==> config.mk <==
export PLATFORM = sky130hd
export DESIGN_NAME = idct_row_8point
export DESIGN_NICKNAME = d
export VERILOG_FILES = /design/src/sv/irow_pkg.sv /design/src/sv/idct_row_8point.sv /design/src/sv/irow_ctrl.sv /design/src/sv/irow_butterfly.sv /design/src/sv/irow_rotate.sv
export SDC_FILE = /design/constraint.sdc
export NUM_CORES = 2
export LEC_CHECK = 0
export ABC_AREA = 0
export ABC_CLOCK_PERIOD_IN_PS = 11370
export BUFFER_PORTS_ARGS = -buffer_cell sky130_fd_sc_hd__clkbuf_2
export CORE_MARGIN = 2
export CORE_UTILIZATION = 59
export CTS_CLUSTER_DIAMETER = 120
export DETAILED_ROUTE_END_ITERATION = 7
export PLACE_DENSITY = 0.78
export SETUP_SLACK_MARGIN = 0.5
export SLEW_MARGIN = 20
export SYNTH_ARGS = -nofsm -noshare
export SYNTH_HDL_FRONTEND = slang
export SYNTH_SLANG_ARGS = --single-unit
==> constraint.sdc <==
create_clock -name clk -period 11.37 [get_ports clk]
set_clock_uncertainty 0.05 [all_clocks]
set_input_delay 2.274 -clock clk [delete_from_list [all_inputs] [get_ports clk]]
set_output_delay 2.274 -clock clk [all_outputs]
set_load 0.01 [all_outputs]
==> src/sv/irow_pkg.sv <==
// shared constants and the stage control type for the 8-point row idct
// no dependencies; imported by every module of the block
package irow_pkg;

  // pipeline depth and result width
  localparam int NUM_STAGES = 5;
  localparam int PIX_WIDTH  = 23;

  // butterfly constants, round(2048 * sqrt(2) * cos(k * pi / 16))
  localparam int W1 = 2841;
  localparam int W2 = 2676;
  localparam int W3 = 2408;
  localparam int W5 = 1609;
  localparam int W6 = 1108;
  localparam int W7 = 565;

  // 45-degree rotation (181/256), rounding bias and fixed-point shifts
  localparam int ROT        = 181;
  localparam int RBIAS      = 128;
  localparam int DC_SHIFT   = 11;
  localparam int FRAC_SHIFT = 8;
  localparam int DC8_SHIFT  = 3;

  // per-stage load enables and valid bits, driven by the stage controller
  typedef struct packed {
    logic [NUM_STAGES-1:0] en;
    logic [NUM_STAGES-1:0] vld;
  } irow_ctl_t;

endpackage

==> src/sv/idct_row_8point.sv <==
// top level of the 8-point integer row idct
// depends on irow_pkg, irow_ctrl, irow_butterfly, irow_rotate

// One row of eight signed coefficients goes in per beat and eight 23-bit
// spatial samples come out; the pipeline takes a new row every cycle
// while in_ready is high. Stages: constant products, odd/even terms,
// butterflies, rotation products, then final butterfly into the output
// register. A row whose seven ac coefficients are all zero yields eight
// times the dc value on every output. Back-pressure on the output ripples
// back stage by stage, so in_ready only drops once all five stages hold a
// row and the output is stalled; nothing is kept from one row to the next.
module idct_row_8point #(
  parameter int COEF_WIDTH = 16
) (
  input  logic                                  clk,
  input  logic                                  rst,
  input  logic                                  in_valid,
  output logic                                  in_ready,
  input  logic signed [COEF_WIDTH-1:0]          coef_0,
  input  logic signed [COEF_WIDTH-1:0]          coef_1,
  input  logic signed [COEF_WIDTH-1:0]          coef_2,
  input  logic signed [COEF_WIDTH-1:0]          coef_3,
  input  logic signed [COEF_WIDTH-1:0]          coef_4,
  input  logic signed [COEF_WIDTH-1:0]          coef_5,
  input  logic signed [COEF_WIDTH-1:0]          coef_6,
  input  logic signed [COEF_WIDTH-1:0]          coef_7,
  output logic                                  out_valid,
  input  logic                                  out_ready,
  output logic signed [irow_pkg::PIX_WIDTH-1:0] pix_0,
  output logic signed [irow_pkg::PIX_WIDTH-1:0] pix_1,
  output logic signed [irow_pkg::PIX_WIDTH-1:0] pix_2,
  output logic signed [irow_pkg::PIX_WIDTH-1:0] pix_3,
  output logic signed [irow_pkg::PIX_WIDTH-1:0] pix_4,
  output logic signed [irow_pkg::PIX_WIDTH-1:0] pix_5,
  output logic signed [irow_pkg::PIX_WIDTH-1:0] pix_6,
  output logic signed [irow_pkg::PIX_WIDTH-1:0] pix_7
);
  import irow_pkg::*;

  // working width covers the rotation products before their shift
  localparam int WW = COEF_WIDTH + 24;

  irow_ctl_t            ctl;
  logic signed [WW-1:0] p0, p1, p2, p3, s46, d46, s57, d57;
  logic                 dc_only;
  logic signed [COEF_WIDTH-1:0] dc;
  logic signed [PIX_WIDTH-1:0]  pix [8];

  // stage valid bits and load enables
  irow_ctrl u_ctrl (
    .clk       (clk),
    .rst       (rst),
    .in_valid  (in_valid),
    .in_ready  (in_ready),
    .out_ready (out_ready),
    .ctl       (ctl)
  );

  // products, odd/even terms and butterflies
  irow_butterfly #(
    .CW (COEF_WIDTH),
    .WW (WW)
  ) u_butterfly (
    .clk     (clk),
    .ctl     (ctl),
    .coef_0  (coef_0),
    .coef_1  (coef_1),
    .coef_2  (coef_2),
    .coef_3  (coef_3),
    .coef_4  (coef_4),
    .coef_5  (coef_5),
    .coef_6  (coef_6),
    .coef_7  (coef_7),
    .p0      (p0),
    .p1      (p1),
    .p2      (p2),
    .p3      (p3),
    .s46     (s46),
    .d46     (d46),
    .s57     (s57),
    .d57     (d57),
    .dc_only (dc_only),
    .dc      (dc)
  );

  // rotation and final butterfly
  irow_rotate #(
    .CW (COEF_WIDTH),
    .WW (WW)
  ) u_rotate (
    .clk     (clk),
    .ctl     (ctl),
    .p0      (p0),
    .p1      (p1),
    .p2      (p2),
    .p3      (p3),
    .s46     (s46),
    .d46     (d46),
    .s57     (s57),
    .d57     (d57),
    .dc_only (dc_only),
    .dc      (dc),
    .pix     (pix)
  );

  // output beat
  assign out_valid = ctl.vld[NUM_STAGES-1];
  assign pix_0     = pix[0];
  assign pix_1     = pix[1];
  assign pix_2     = pix[2];
  assign pix_3     = pix[3];
  assign pix_4     = pix[4];
  assign pix_5     = pix[5];
  assign pix_6     = pix[6];
  assign pix_7     = pix[7];

endmodule

==> src/sv/irow_ctrl.sv <==
// stage controller: valid bits and load enables for the row idct pipeline
// depends on irow_pkg
module irow_ctrl (
  input  logic               clk,
  input  logic               rst,
  input  logic               in_valid,
  output logic               in_ready,
  input  logic               out_ready,
  output irow_pkg::irow_ctl_t ctl
);
  import irow_pkg::*;

  logic [NUM_STAGES-1:0] vld;
  logic [NUM_STAGES-1:0] vld_next;
  logic [NUM_STAGES-1:0] en;

  // a stage may load when it is empty or its contents move on
  always_comb begin
    en[NUM_STAGES-1] = !vld[NUM_STAGES-1] || out_ready;
    for (int i = NUM_STAGES - 2; i >= 0; i--) begin
      en[i] = !vld[i] || en[i+1];
    end
  end

  // valid bits follow the data
  always_comb begin
    vld_next[0] = en[0] ? in_valid : vld[0];
    for (int i = 1; i < NUM_STAGES; i++) begin
      vld_next[i] = en[i] ? vld[i-1] : vld[i];
    end
  end

  always_ff @(posedge clk) begin
    if (rst) begin
      vld <= '0;
    end else begin
      vld <= vld_next;
    end
  end

  assign in_ready = en[0];
  assign ctl.en   = en;
  assign ctl.vld  = vld;

`ifndef NO_ASSERTIONS
  // a stalled stage keeps its beat
  a_stall_holds: assert property (@(posedge clk) disable iff (rst)
    1'b1 |=> (($past(vld & ~en) & ~vld) == '0))
    else $error("stalled stage lost its beat");

  // input back-pressure only when every stage is full and the output is stalled
  a_ready_low_full: assert property (@(posedge clk) disable iff (rst)
    !in_ready |-> ((&vld) && !out_ready))
    else $error("input stalled while pipeline has room");

  // an accepted beat lands in the first stage
  a_accept_lands: assert property (@(posedge clk) disable iff (rst)
    (in_valid && in_ready) |=> vld[0])
    else $error("accepted beat missing from first stage");
`endif

endmodule

==> src/sv/irow_butterfly.sv <==
// first three pipeline stages: constant products, odd/even terms, butterflies
// depends on irow_pkg; fed by irow_ctrl enables
module irow_butterfly #(
  parameter int CW = 16,
  parameter int WW = 40
) (
  input  logic                     clk,
  input  irow_pkg::irow_ctl_t      ctl,
  input  logic signed [CW-1:0]     coef_0,
  input  logic signed [CW-1:0]     coef_1,
  input  logic signed [CW-1:0]     coef_2,
  input  logic signed [CW-1:0]     coef_3,
  input  logic signed [CW-1:0]     coef_4,
  input  logic signed [CW-1:0]     coef_5,
  input  logic signed [CW-1:0]     coef_6,
  input  logic signed [CW-1:0]     coef_7,
  output logic signed [WW-1:0]     p0,
  output logic signed [WW-1:0]     p1,
  output logic signed [WW-1:0]     p2,
  output logic signed [WW-1:0]     p3,
  output logic signed [WW-1:0]     s46,
  output logic signed [WW-1:0]     d46,
  output logic signed [WW-1:0]     s57,
  output logic signed [WW-1:0]     d57,
  output logic                     dc_only,
  output logic signed [CW-1:0]     dc
);
  import irow_pkg::*;

  localparam logic signed [WW-1:0] K_W7      = WW'(W7);
  localparam logic signed [WW-1:0] K_W1_M_W7 = WW'(W1 - W7);
  localparam logic signed [WW-1:0] K_W1_P_W7 = WW'(W1 + W7);
  localparam logic signed [WW-1:0] K_W3      = WW'(W3);
  localparam logic signed [WW-1:0] K_W3_M_W5 = WW'(W3 - W5);
  localparam logic signed [WW-1:0] K_W3_P_W5 = WW'(W3 + W5);
  localparam logic signed [WW-1:0] K_W6      = WW'(W6);
  localparam logic signed [WW-1:0] K_W2_P_W6 = WW'(W2 + W6);
  localparam logic signed [WW-1:0] K_W2_M_W6 = WW'(W2 - W6);
  localparam logic signed [WW-1:0] K_RBIAS   = WW'(RBIAS);

  logic signed [WW-1:0] c [8];

  // stage 0 registers
  logic signed [WW-1:0] t1, m1, m7, t2, m5, m3, r, m6, m2, a0, a1;
  logic                 dc_only0;
  logic signed [CW-1:0] dc0;

  // stage 1 registers
  logic signed [WW-1:0] a4, a5, a6, a7, e2, e3, s01, d01;
  logic                 dc_only1;
  logic signed [CW-1:0] dc1;

  // sign-extend the coefficients to the working width
  assign c[0] = {{(WW-CW){coef_0[CW-1]}}, coef_0};
  assign c[1] = {{(WW-CW){coef_1[CW-1]}}, coef_1};
  assign c[2] = {{(WW-CW){coef_2[CW-1]}}, coef_2};
  assign c[3] = {{(WW-CW){coef_3[CW-1]}}, coef_3};
  assign c[4] = {{(WW-CW){coef_4[CW-1]}}, coef_4};
  assign c[5] = {{(WW-CW){coef_5[CW-1]}}, coef_5};
  assign c[6] = {{(WW-CW){coef_6[CW-1]}}, coef_6};
  assign c[7] = {{(WW-CW){coef_7[CW-1]}}, coef_7};

  // stage 0: constant products and the dc-only check
  always_ff @(posedge clk) begin
    if (ctl.en[0]) begin
      t1       <= K_W7 * (c[1] + c[7]);
      m1       <= K_W1_M_W7 * c[1];
      m7       <= K_W1_P_W7 * c[7];
      t2       <= K_W3 * (c[5] + c[3]);
      m5       <= K_W3_M_W5 * c[5];
      m3       <= K_W3_P_W5 * c[3];
      r        <= K_W6 * (c[2] + c[6]);
      m6       <= K_W2_P_W6 * c[6];
      m2       <= K_W2_M_W6 * c[2];
      a0       <= (c[0] <<< DC_SHIFT) + K_RBIAS;
      a1       <= c[4] <<< DC_SHIFT;
      dc_only0 <= ((coef_1 | coef_2 | coef_3 | coef_4 | coef_5 | coef_6 | coef_7) == '0);
      dc0      <= coef_0;
    end
  end

  // stage 1: odd and even terms
  always_ff @(posedge clk) begin
    if (ctl.en[1]) begin
      a4       <= t1 + m1;
      a5       <= t1 - m7;
      a6       <= t2 - m5;
      a7       <= t2 - m3;
      e2       <= r - m6;
      e3       <= r + m2;
      s01      <= a0 + a1;
      d01      <= a0 - a1;
      dc_only1 <= dc_only0;
      dc1      <= dc0;
    end
  end

  // stage 2: butterflies
  always_ff @(posedge clk) begin
    if (ctl.en[2]) begin
      s46     <= a4 + a6;
      d46     <= a4 - a6;
      s57     <= a5 + a7;
      d57     <= a5 - a7;
      p0      <= s01 + e3;
      p3      <= s01 - e3;
      p1      <= d01 + e2;
      p2      <= d01 - e2;
      dc_only <= dc_only1;
      dc      <= dc1;
    end
  end

endmodule

==> src/sv/irow_rotate.sv <==
// last two pipeline stages: 181/256 rotation, final butterfly and output register
// depends on irow_pkg; fed by irow_butterfly and irow_ctrl
module irow_rotate #(
  parameter int CW = 16,
  parameter int WW = 40
) (
  input  logic                                  clk,
  input  irow_pkg::irow_ctl_t                   ctl,
  input  logic signed [WW-1:0]                  p0,
  input  logic signed [WW-1:0]                  p1,
  input  logic signed [WW-1:0]                  p2,
  input  logic signed [WW-1:0]                  p3,
  input  logic signed [WW-1:0]                  s46,
  input  logic signed [WW-1:0]                  d46,
  input  logic signed [WW-1:0]                  s57,
  input  logic signed [WW-1:0]                  d57,
  input  logic                                  dc_only,
  input  logic signed [CW-1:0]                  dc,
  output logic signed [irow_pkg::PIX_WIDTH-1:0] pix [8]
);
  import irow_pkg::*;

  localparam logic signed [WW-1:0] K_ROT   = WW'(ROT);
  localparam logic signed [WW-1:0] K_RBIAS = WW'(RBIAS);

  // stage 3 registers
  logic signed [WW-1:0] rq1, rq2, p0_r, p1_r, p2_r, p3_r, s46_r, s57_r;
  logic                 dc_only_r;
  logic signed [CW-1:0] dc_r;

  logic signed [WW-1:0] q1, q2, dc8;
  logic signed [WW-1:0] sum [8];
  logic signed [WW-1:0] res [8];

  // stage 3: rotation products with rounding bias
  always_ff @(posedge clk) begin
    if (ctl.en[3]) begin
      rq1       <= K_ROT * (d46 + d57) + K_RBIAS;
      rq2       <= K_ROT * (d46 - d57) + K_RBIAS;
      p0_r      <= p0;
      p1_r      <= p1;
      p2_r      <= p2;
      p3_r      <= p3;
      s46_r     <= s46;
      s57_r     <= s57;
      dc_only_r <= dc_only;
      dc_r      <= dc;
    end
  end

  // final butterfly with floor shifts
  always_comb begin
    q1     = rq1 >>> FRAC_SHIFT;
    q2     = rq2 >>> FRAC_SHIFT;
    sum[0] = p0_r + s46_r;
    sum[1] = p1_r + q1;
    sum[2] = p2_r + q2;
    sum[3] = p3_r + s57_r;
    sum[4] = p3_r - s57_r;
    sum[5] = p2_r - q2;
    sum[6] = p1_r - q1;
    sum[7] = p0_r - s46_r;
    dc8    = {{(WW-CW){dc_r[CW-1]}}, dc_r} <<< DC8_SHIFT;
    for (int k = 0; k < 8; k++) begin
      res[k] = dc_only_r ? dc8 : (sum[k] >>> FRAC_SHIFT);
    end
  end

  // stage 4: output register, wrapped to the result width
  always_ff @(posedge clk) begin
    if (ctl.en[4]) begin
      for (int k = 0; k < 8; k++) begin
        pix[k] <= res[k][PIX_WIDTH-1:0];
      end
    end
  end

endmodule
==> out/results.md <==
• placed cell count: 13600
• net count reported at finish: 13800
• half-perimeter wire length after placement: 255 mm
• routed len/inst: 22.1 µm
• via count: 80000
• Die X-Extent: 443 µm
• WP data arrival: 10170 ps
• number of detailed-route iterations in the first pass: 8
• first-pass GRT wire length: 466 mm
• Cell variety after synth: 100
• Post-synth ARST share: 0
• clock transition at the registers of the reported paths: 60 ps
• CTS H-Tree Depth: 4
• detailed router's first-iteration violation count: 6472
• critical path capture point type: flop
• all-layer global routing usage: 0.311
• number of buffers created by CTS: 144
• top cells by area, synth: sky130_fd_sc_hd__edfxtp_1, sky130_fd_sc_hd__ha_1, sky130_fd_sc_hd__fa_1, sky130_fd_sc_hd__xnor2_1, sky130_fd_sc_hd__inv_1
• unrepaired setup endpoints after global routing: no
• number of buffer and inverter stages on the critical path: 3
• area share of the leading cell type in the synthesized netlist: 0.334
• yosys warns: 0
• nature of the critical path startpoint: input port
• fmax: 0.103 GHz
• maximum number of buffers from clock root to sink: 3
• proportion of synthesized chip area in sequential cells: 0.335
• Crit Path Class: in2reg
• setup violators final: 0
• number of standard cells in the final layout excluding fillers: 13800
• Remaining DRCs: 0
• Worst Path Required: 11860 ps
• largest net degree at the start of global routing: 132
• share of the clock period used by the worst path after layout: 0.851
• library cell with the largest summed area after synthesis: sky130_fd_sc_hd__edfxtp_1
• leading cell type by number of instances after synthesis: sky130_fd_sc_hd__ha_1
• relative slew slack: 0.179
• Post-DP Area: 0.118 mm²
• height of the die: 443 µm
• Worst-Margin Slew: 1220 ps
• number of gates resized after CTS: 0
• final hold violations: 0
• TritonCTS clock tree: built
• row cnt: 161
• TNS Setup: 0 ps
• Initial Util: 0.592
• area added between synthesis and finish: 8.37%
• fraction of final layout cells sized beyond drive strength 1: 0.0608
• count of state elements after synthesis: 1270
• critical-path maximum fanout: 8
• remaining number of nets flagged by the antenna check after routing: 0
• Slowest Stage Delay on Critical Path: 500 ps
• number of global-route vias before repair: 80300
• leading register cell type out of synthesis: sky130_fd_sc_hd__edfxtp_1
• number of ports placed on the die boundary: 318
• post-CTS setup repair buffer count: 0
• GRT Residual Overflow: 0
• outcome: completed
• time the worst path needs with I/O delays and setup: 9670 ps
• Root Buffer: sky130_fd_sc_hd__clkbuf_16
• FF/Latch Area: 0.0381 mm²
• net count of the mapped netlist: 13500
• routed vias/inst: 5.78
• Worst-Skew Late Latency: 820 ps
• final weighted congestion of routability-driven global placement: 0.977
• classification of the worst-slack hold path: reg2reg
• number of synthesized flops with an enable pin: 1265
• number of max-cap violations: 0
• TritonCTS Sinks: 1270
• max-slew violation count: 0
• cell types with the highest counts after synthesis: sky130_fd_sc_hd__ha_1, sky130_fd_sc_hd__inv_1, sky130_fd_sc_hd__edfxtp_1
• Placeable Area: 0.192 mm²
• final hold slack: 359 ps
• kind of cell with the highest combined delay on the critical path: compound AO/OA/AOI/OAI gates
• post-layout instance area: 0.123 mm²
• antenna violations before repair: 19
• Gate Count Post-Synth: 10800
• multi-input gate area in the final layout: 0.0685 mm²
• post-synthesis area per instance: 10.5 µm²
• Die Footprint: 0.196 mm²
• drt total wl: 306 mm
• number of port buffers: 317
• post-cts hold buffer count: 0
• Slowest-stage cell, CP: sky130_fd_sc_hd__fa_1
• Fillers: 15100
• post-synthesis instance area: 0.114 mm²
-- worst paths after layout --
| path | startpoint | cells after the start | end | slack (ps) |
|---|---|---|---|---|
| hold reg to reg | u_butterfly.r[2] | 0 | u_butterfly.e3[2] | 360 |
| setup reg to reg | u_butterfly.d46[2] | 31 | u_rotate.rq1[38] | 1960 |
| setup / recovery | coef_3[0] | 33 | u_butterfly.t2[29] | 1700 |
| hold / removal | u_butterfly.r[2] | 0 | u_butterfly.e3[2] | 360 |
-- sequential cells by signal, indices dropped and copies added, names as in the netlist, 30 cells and up --
register / flops
u_butterfly.s57: 30
u_butterfly.a5: 39
u_butterfly.t1: 39
u_rotate.pix: 184
u_butterfly.a4: 38
u_butterfly.d57: 39
u_butterfly.s46: 30
u_butterfly.a7: 39
u_rotate.rq1: 31
u_butterfly.a6: 39
u_butterfly.t2: 36
u_rotate.s57_r: 31
u_butterfly.d46: 39
u_rotate.rq2: 31
u_rotate.s46_r: 31
-- placed cells by master, fill, tap and decap left out, types with 41 or more instances in the layout --
master and n:
sky130_fd_sc_hd__a21o_1 212, sky130_fd_sc_hd__nor3_1 198, sky130_fd_sc_hd__o21bai_1 185, sky130_fd_sc_hd__ha_1 1827, sky130_fd_sc_hd__or3_1 49, sky130_fd_sc_hd__nor4_1 56, sky130_fd_sc_hd__edfxtp_1 1265, sky130_fd_sc_hd__a31oi_1 64
sky130_fd_sc_hd__nand3_1 114, sky130_fd_sc_hd__o21a_1 102, sky130_fd_sc_hd__clkbuf_2 317, sky130_fd_sc_hd__o21ai_0 395, sky130_fd_sc_hd__a21oi_1 726, sky130_fd_sc_hd__a211oi_1 73, sky130_fd_sc_hd__nor2b_1 102, sky130_fd_sc_hd__a21boi_0 53
sky130_fd_sc_hd__clkbuf_16 149, sky130_fd_sc_hd__nand2_1 339, sky130_fd_sc_hd__xnor2_1 771, sky130_fd_sc_hd__nor2_1 711, sky130_fd_sc_hd__nand2b_1 104, sky130_fd_sc_hd__xor2_1 249, sky130_fd_sc_hd__inv_1 1781, sky130_fd_sc_hd__nand4_1 41
sky130_fd_sc_hd__fa_1 676, sky130_fd_sc_hd__and3_1 64
-- cell families after synthesis --
| logic type | Yosys count | share of synthesized area |
|---|---|---|
| muxes | 27 | 0.00247 |
| DFF | 1270 | 0.335 |
| adders and majority gates | 2503 | 0.320 |
| and+or+nand+nor | 1924 | 0.0805 |
| buffers and inverters | 1938 | 0.0640 |
| xor gates and xnor gates | 1022 | 0.0789 |
| other | 1 | 0.0000330 |
| AOI/OAI and AO/OA | 2137 | 0.120 |
-- worst register-to-register path: cells and delay by family, from the launching register on --
kind / cells / cell delay [ps]
AO/OA/AOI/OAI: 15 / 3970
adder cells (fa/ha/maj): 7 / 2890
XOR/XNOR: 3 / 1010
AND/OR/NAND/NOR: 3 / 460
flip-flops: 1 / 420
buffers and inverters: 3 / 330
-- area by class of cell --
class / instances / area share
flip-flops and latches: 1270 / 0.309
diodes: 5 / 0.000101
clock buffers: 173 / 0.0312
inverters: 1788 / 0.0545
multi-input cells: 7614 / 0.555
well taps: 2526 / 0.0256
repair buffers: 357 / 0.0154
clock inverters: 96 / 0.00899
-- metal layers --
layer | routed length (µm) | GRT usage | vias to the layer above
met5 | 41 | 0 | -
met4 | 14600 | 0.133 | 6
met3 | 17600 | 0.0360 | 556
met2 | 143000 | 0.520 | 2594
met1 | 130000 | 0.411 | 38800
li1 | - | - | 38000
-- per-stage QoR --
step	setup slack [ps]	utilization
global placement	963	0.616
detailed placement	893	0.616
global route	1190	0.642
finish	1700	0.642
CTS	1760	0.641
floorplan	2160	-
Power is left out: the tool's default activity adds up to more than one toggle a clock period on the data nets, which glitch-free logic cannot reach.
